<file path="src/design/gvc_pkg.sv">
`default_nettype none
package gvc_pkg;

	localparam int MAX_VERTICES_DEF = 64;
	localparam int MAX_EDGES_DEF    = 256;

	localparam int VERT_W   = 6;
	localparam int VCOUNT_W = 7;
	localparam int EDGE_W   = 2 * VERT_W;
	localparam int MASK_W   = 64;
	localparam int S_DATA_W = 16;
	localparam int APB_AW   = 3;
	localparam int APB_DW   = 32;

	localparam int VCOUNT_RST = 64;

	typedef logic [1:0] cmd_t;
	localparam cmd_t CMD_ADD   = 2'd0;
	localparam cmd_t CMD_COVER = 2'd1;
	localparam cmd_t CMD_CLEAR = 2'd2;

	typedef enum logic [1:0] {
		ST_ACCEPT  = 2'd0,
		ST_REJECT  = 2'd1,
		ST_COVER   = 2'd2,
		ST_CLEARED = 2'd3
	} status_t;

endpackage
`default_nettype wire

</file>
<file path="src/design/greedy_vertex_cover.sv">
// Greedy two-approximation vertex cover. Edges arrive on the slave stream with
// cmd 0 in tuser and are appended to an internal edge store; each add answers
// at once with accepted or rejected (endpoint at or above the vertex limit,
// or store full). Cmd 2 empties the store, and any other cmd answers rejected.
// Add and clear transfers are taken one per cycle while no result waits
// stalled on the master stream. Cmd 1 computes the cover: vertices 0 to
// limit-1 are visited in order, a marked vertex is skipped, and an unmarked
// one streams the stored edges from the single read port of the edge store,
// one per cycle, until a free neighbor is found or the edges run out. No
// input is taken while a cover is computed. The vertex limit is the
// vertex_count register at APB address 0, capped at MAX_VERTICES. The cover
// comes back as a 64-bit mask with status cover ready.
`default_nettype none
module greedy_vertex_cover #(
	parameter int MAX_VERTICES = gvc_pkg::MAX_VERTICES_DEF,
	parameter int MAX_EDGES    = gvc_pkg::MAX_EDGES_DEF
) (
	input  wire logic                          clk,
	input  wire logic                          arst_n,
	input  wire logic                          s_tvalid,
	output      logic                          s_tready,
	input  wire logic [gvc_pkg::S_DATA_W-1:0]  s_tdata,  // vertex_a, vertex_b, zero pad
	input  wire logic [1:0]                    s_tuser,  // cmd
	output      logic                          m_tvalid,
	input  wire logic                          m_tready,
	output      logic [gvc_pkg::MASK_W-1:0]    m_tdata,  // cover_mask
	output      logic [1:0]                    m_tuser,  // status
	input  wire logic                          psel,
	input  wire logic                          penable,
	input  wire logic                          pwrite,
	input  wire logic [gvc_pkg::APB_AW-1:0]    paddr,
	input  wire logic [gvc_pkg::APB_DW-1:0]    pwdata,
	output      logic [gvc_pkg::APB_DW-1:0]    prdata,
	output      logic                          pready
);
	import gvc_pkg::*;

	localparam int AW = (MAX_EDGES > 1) ? $clog2(MAX_EDGES) : 1;
	localparam int CW = $clog2(MAX_EDGES + 1);
	localparam logic [CW-1:0] FULL_CNT = CW'(MAX_EDGES);
	localparam logic [VCOUNT_W-1:0] VMAX = VCOUNT_W'(MAX_VERTICES);

	typedef enum logic [1:0] {S_IDLE, S_VCHK, S_SCAN} state_t;

	state_t                 state_q;
	logic [VCOUNT_W-1:0]    vcount_q;
	logic [CW-1:0]          cnt_q;
	logic [CW-1:0]          e_q;
	logic [VCOUNT_W-1:0]    u_q;
	logic [MASK_W-1:0]      marked_q;
	logic                   rd_vld_s1;
	logic [EDGE_W-1:0]      rd_s1;
	logic [EDGE_W-1:0]      mem [MAX_EDGES];
	logic                   m_tvalid_q;
	logic [MASK_W-1:0]      m_tdata_q;
	status_t                m_tuser_q;

	logic [VCOUNT_W-1:0]    lim;
	logic                   accept;
	logic [VERT_W-1:0]      in_a, in_b;
	logic                   add_ok;
	logic                   mem_we;
	logic [CW-1:0]          rd_addr;
	logic [VERT_W-1:0]      ea, eb;
	logic                   e_rng, take_b, take_a;
	logic [VERT_W-1:0]      nbr;
	logic                   cfg_we;

	assign lim    = (vcount_q > VMAX) ? VMAX : vcount_q;
	assign s_tready = (state_q == S_IDLE) && (!m_tvalid_q || m_tready);
	assign accept = s_tvalid && s_tready;
	assign in_a   = s_tdata[VERT_W-1:0];
	assign in_b   = s_tdata[EDGE_W-1:VERT_W];
	assign add_ok = ({1'b0, in_a} < lim) && ({1'b0, in_b} < lim) && (cnt_q != FULL_CNT);
	assign mem_we = accept && (s_tuser == CMD_ADD) && add_ok;
	assign rd_addr = (state_q == S_SCAN) ? e_q : '0;

	assign ea     = rd_s1[VERT_W-1:0];
	assign eb     = rd_s1[EDGE_W-1:VERT_W];
	assign e_rng  = ({1'b0, ea} < lim) && ({1'b0, eb} < lim);
	assign take_b = e_rng && ({1'b0, ea} == u_q) && !marked_q[eb];
	assign take_a = e_rng && ({1'b0, eb} == u_q) && !marked_q[ea];
	assign nbr    = take_b ? eb : ea;

	assign cfg_we = psel && penable && pwrite && pready;
	assign pready = 1'b1;
	assign prdata = APB_DW'(vcount_q);

	assign m_tvalid = m_tvalid_q;
	assign m_tdata  = m_tdata_q;
	assign m_tuser  = m_tuser_q;

	always_ff @(posedge clk) begin
		if (mem_we) begin
			mem[cnt_q[AW-1:0]] <= {in_b, in_a};
		end
		rd_s1 <= mem[rd_addr[AW-1:0]];
	end

	always_ff @(posedge clk or negedge arst_n) begin
		if (!arst_n) begin
			vcount_q <= VCOUNT_W'(VCOUNT_RST);
		end else if (cfg_we && !paddr[2]) begin
			vcount_q <= pwdata[VCOUNT_W-1:0];
		end
	end

	always_ff @(posedge clk or negedge arst_n) begin
		if (!arst_n) begin
			state_q    <= S_IDLE;
			cnt_q      <= '0;
			e_q        <= '0;
			u_q        <= '0;
			marked_q   <= '0;
			rd_vld_s1  <= 1'b0;
			m_tvalid_q <= 1'b0;
			m_tdata_q  <= '0;
			m_tuser_q  <= ST_ACCEPT;
		end else begin
			if (m_tvalid_q && m_tready) begin
				m_tvalid_q <= 1'b0;
			end
			unique case (state_q)
				S_IDLE: begin
					if (accept) begin
						m_tdata_q <= '0;
						unique case (s_tuser)
							CMD_ADD: begin
								m_tvalid_q <= 1'b1;
								if (add_ok) begin
									cnt_q     <= cnt_q + 1'b1;
									m_tuser_q <= ST_ACCEPT;
								end else begin
									m_tuser_q <= ST_REJECT;
								end
							end
							CMD_COVER: begin
								marked_q <= '0;
								u_q      <= '0;
								state_q  <= S_VCHK;
							end
							CMD_CLEAR: begin
								cnt_q      <= '0;
								m_tvalid_q <= 1'b1;
								m_tuser_q  <= ST_CLEARED;
							end
							default: begin
								m_tvalid_q <= 1'b1;
								m_tuser_q  <= ST_REJECT;
							end
						endcase
					end
				end
				S_VCHK: begin
					if (u_q >= lim) begin
						m_tvalid_q <= 1'b1;
						m_tdata_q  <= marked_q;
						m_tuser_q  <= ST_COVER;
						state_q    <= S_IDLE;
					end else if (marked_q[u_q[VERT_W-1:0]] || (cnt_q == '0)) begin
						u_q <= u_q + 1'b1;
					end else begin
						e_q     <= '0;
						state_q <= S_SCAN;
					end
				end
				S_SCAN: begin
					if (e_q < cnt_q) begin
						e_q       <= e_q + 1'b1;
						rd_vld_s1 <= 1'b1;
					end else begin
						rd_vld_s1 <= 1'b0;
					end
					if (rd_vld_s1 && (take_a || take_b)) begin
						marked_q  <= marked_q | (MASK_W'(1) << nbr)
							| (MASK_W'(1) << u_q[VERT_W-1:0]);
						u_q       <= u_q + 1'b1;
						rd_vld_s1 <= 1'b0;
						state_q   <= S_VCHK;
					end else if (!rd_vld_s1 && (e_q != '0)) begin
						u_q     <= u_q + 1'b1;
						state_q <= S_VCHK;
					end
				end
				default: begin
					state_q <= S_IDLE;
				end
			endcase
		end
	end

endmodule
`default_nettype wire

</file>
<file path="config.mk">
export PLATFORM = sky130hd
export DESIGN_NAME = greedy_vertex_cover
export DESIGN_NICKNAME = d
export VERILOG_FILES = /design/src/design/gvc_pkg.sv /design/src/design/greedy_vertex_cover.sv
export SDC_FILE = /design/constraint.sdc
export NUM_CORES = 2
export LEC_CHECK = 0
export ABC_CLOCK_PERIOD_IN_PS = 6460
export BUFFER_PORTS_ARGS = -buffer_cell sky130_fd_sc_hd__buf_2
export CAP_MARGIN = 10
export CELL_PAD_IN_SITES_DETAIL_PLACEMENT = 1
export CELL_PAD_IN_SITES_GLOBAL_PLACEMENT = 1
export CORE_AREA = 2 2 489 491
export DETAILED_ROUTE_END_ITERATION = 10
export DIE_AREA = 0 0 491 493
export HOLD_SLACK_MARGIN = 0.15
export PLACE_DENSITY_LB_ADDON = 0.12
export SLEW_MARGIN = 20
export SYNTH_ARGS = -nofsm -noshare
export SYNTH_HDL_FRONTEND = slang
export SYNTH_SLANG_ARGS = --single-unit
</file>
<file path="constraint.sdc">
create_clock -name clk -period 6.46 [get_ports clk]
set_input_delay 0.969 -clock clk [delete_from_list [all_inputs] [get_ports clk]]
set_output_delay 0.969 -clock clk [all_outputs]
set_load 0.005 [all_outputs]
</file>
==> out/qor.yml <==
clock_network:
  clk_path_buf_depth: 4
  clock-sinks: 3250
  ctsRootBufferMaster: "clkbuf_16"
  cts_repair_resize_count: 0
  cts.clk_slew.worst_paths_ns: 0.06
  clk_latency_ns: 0.99
  tritoncts: "built"
  cts_made_buffers: 350
  htreeDepth: 5
floorplan:
  core-area_mm2: 0.237
  die-height_um: 493
  dieArea_mm2: 0.242
  chipWidth_um: 491
  num_rows: 179
  start_util_pct: 54.7
  io_pins: 161
synth:
  synth_seq_cells: 3250
  yosysUniqueCellTypes: 93
  synth_edf_count: 3072
  synth_ff_type: "edfxtp_1"
  synthXorXnorAreaFrac_pct: 0.0810
  synthAdderAreaFrac_pct: 0.492
  synthSimpleGateAreaFrac_pct: 4.14
  synthMuxAreaShare_pct: 12.0
  synth_top_family_by_area: "multiplexers"
  syn_inst: 7281
  synth_compound_area_share_pct: 6.92
  synth_async_sr_flop_share_pct: 5.11
  yosysWarnings: 0
  synth.avg_cell_area_um2: 17.8
  seq_area_frac_synth_pct: 74.5
  synth_area_mm2: 0.130
worst_setup_path:
  r2r_start: "state_q[0]$_DFFE_PN0P_"
  path_max_fanout: 55
  path_class: "flop to flop"
  critPathLaunchType: "flop"
  crit_path_top_delay_cell: "o311ai_0"
  crit_family: "compound AO/OA/AOI/OAI gates"
  endpoint_kind: "flop"
  critPathBufInv: 3
  critical_path.cell_chain: "inv_1 -> ha_2 -> nand2_1 -> nand2_4 -> buf_12 -> buf_4 -> o22ai_1 -> a211oi_1 -> o311ai_0 -> o211ai_1 -> a32oi_1 -> nand3_1"
  critPathRequiredTime_ns: 7.15
  slowest_delay_ns: 0.82
  cp.arrival_ns: 6.05
  critPathLaunch: "state_q[0]$_DFFE_PN0P_"
global_route:
  grtUsageMet2_pct: 50.0
  grt_use_met1_pct: 43.1
  overflow: 0
  grt_pass1_wl_mm: 551
  grt_usage_pct: 31.3
  met3_usage_pct: 5.52
  top_usage_layer: "met2"
  antenna_found_initial: 16
  grt_start_max_net_pins: 141
  grt_pass1_vias: 77700
worst_hold_path:
  hp-start: "pwdata[0]"
  hold_class: "input port to flop"
layout:
  drive_gt1_share_pct: 19.9
  final_nets: 7777
  syn_to_final_growth_pct: 13.1
timing:
  period_needed_ns: 5.36
  slew_viol_final: 0
  relSlewSlack_pct: 17.2
  worst_pin_slew_ns: 1.24
  setup_viol: 0
  finClkSkew_ns: 0.0692
  setup_tns_ns: 0
  rsz0062_at_grt: "false"
  hold_viol: 0
  timing.final.crit_share_pct: 82.9
  max_clock_freq_ghz: 0.187
routing:
  drc: 0
  viasPerCell: 6.69
  drt_iter0_markers: 8188
  wirelength_mm: 380
  drt-pass1-iter-count: 5
  post_drt_wl_per_cell_um: 34.3
  ant_nets: 0
  via_count: 74100
power:
  p_leak_nw: 47.4
  powerDensity_mw_per_mm2: 333
  max-vdd-ir-drop_mv: 0.330
  total_power_w: 0.0489
run:
  max_cap_violations: 0
outcome:
  status: "complete, no violations"
placement:
  hpwl_mm: 226
  gp_congestion: 0.932
  io_buffers: 103
flip-flops by register name (all words and copies together) (netlist names):
name / cells
state_q: 2
m_tvalid: 1
rd_vld_s1: 1
vcount_q: 7
rd_s1: 12
marked_q: 64
m_tuser: 2
u_q: 7
e_q: 9
mem: 3072
m_tdata: 64
cnt_q: 9
where the power goes:
group | switching (W) | internal, W | total, W
registers | 0.000348 | 0.0232 | 0.0236
logic | 0.00415 | 0.00208 | 0.00623
clock network | 0.00804 | 0.0111 | 0.0191
total | 0.0125 | 0.0364 | 0.0489
per-layer routing:
layer / vias to the layer above / share of wire (%)
met4: 4 / 4.3
met2: 3605 / 48
met3: 803 / 8.3
li1: 30500 / -
met1: 39200 / 39
met5: - / 0.0060
cells in the mapped netlist (57+ instances only):
master | number | share of area (%)
a211oi_1 | 286 | 1.7
a22o_1 | 67 | 0.45
buf_1 | 69 | 0.20
buf_2 | 74 | 0.29
clkbuf_1 | 359 | 1.0
dfrtp_1 | 165 | 3.2
edfxtp_1 | 3072 | 71
mux2_2 | 57 | 0.49
mux2i_1 | 473 | 3.7
mux4_2 | 451 | 7.8
nand2_1 | 536 | 1.6
nand3_1 | 233 | 0.90
nor2_1 | 294 | 0.85
o211ai_1 | 107 | 0.62
o221ai_1 | 118 | 0.80
o22ai_1 | 296 | 1.4
o311ai_0 | 71 | 0.48
o31ai_1 | 74 | 0.43
area by class of cell:
| cell class | instances | area [um2] |
|---|---|---|
| Timing Repair Buffer | 546 | 4350 |
| Tap cell | 3167 | 3960 |
| Sequential cell | 3250 | 96700 |
| Clock buffer | 432 | 9280 |
| Antenna cell | 8 | 20.0 |
| Multi-Input combinational cell | 3485 | 30900 |
| Fill cell | 20400 | 90200 |
| Clock inverter | 158 | 1410 |
| Inverter | 33 | 124 |
per-stage QoR:
stage / utilization (%) / setup slack [ns] / hold slack, ns / instances / cell area [um2]
6_report: 61.9 / 1.10 / 0.265 / 11100 / 147000
3_3_place_gp: 57.4 / 1.11 / 0.483 / 10500 / 136000
2_1_floorplan: - / 1.84 / 0.498 / 7305 / 130000
4_1_cts: 61.9 / 1.14 / 0.201 / 11100 / 147000
3_5_place_dp: 57.4 / 1.04 / 0.491 / 10500 / 136000
5_1_grt: 61.9 / 0.813 / 0.252 / 11100 / 147000
kinds of logic (layout without fill, tap and decap cells):
logic type	Yosys count	count (layout)
compound gates	1191	1191
xor+xnor	12	12
fa+ha+maj	51	51
buf+inv	570	1169
flops	3250	3250
mux	983	983
other cells	2	34
simple gates	1222	1222
worst paths after layout:
| path | endpoint | slack, ns | cells after the start |
|---|---|---|---|
| worst min register to register | m_tdata[44]$_DFFE_PN0P_ | 0.50 | 1 |
| worst max-delay path | rd_s1[5]$_DFF_P_ | 1.10 | 12 |
| worst max register to register | rd_s1[5]$_DFF_P_ | 1.10 | 12 |
| min in group asynchronous | m_tdata[24]$_DFFE_PN0P_ | 0.57 | 2 |
| worst min-delay path | vcount_q[0]$_DFFE_PN0P_ | 0.26 | 2 |
| max in group asynchronous | e_q[2]$_DFFE_PN0P_ | 4.60 | 3 |
layout by cell type (no fill, tap or decap), types with 32 or more instances in the layout:
| master | instances |
|---|---|
| mux4_2 | 451 |
| nand3_1 | 228 |
| clkinv_1 | 66 |
| o221ai_1 | 118 |
| clkinv_2 | 51 |
| o21ai_0 | 32 |
| mux2i_1 | 473 |
| o31ai_1 | 74 |
| dfrtp_1 | 163 |
| clkbuf_16 | 358 |
| nor2_1 | 288 |
| a22o_1 | 67 |
| a211oi_1 | 286 |
| o211ai_1 | 107 |
| mux2_2 | 57 |
| o22ai_1 | 296 |
| ha_1 | 50 |
| buf_2 | 90 |
| nand2_1 | 528 |
| buf_4 | 412 |
| edfxtp_1 | 3072 |
| clkbuf_1 | 70 |
| o311ai_0 | 71 |
what timing repair did:
item                                   in CTS  in global routing
setup buffers                               0                  0
endpoints found under the hold margin      78                  0
hold buffers                                1                  0
No activity file was read; power rests on OpenSTA's default activity.
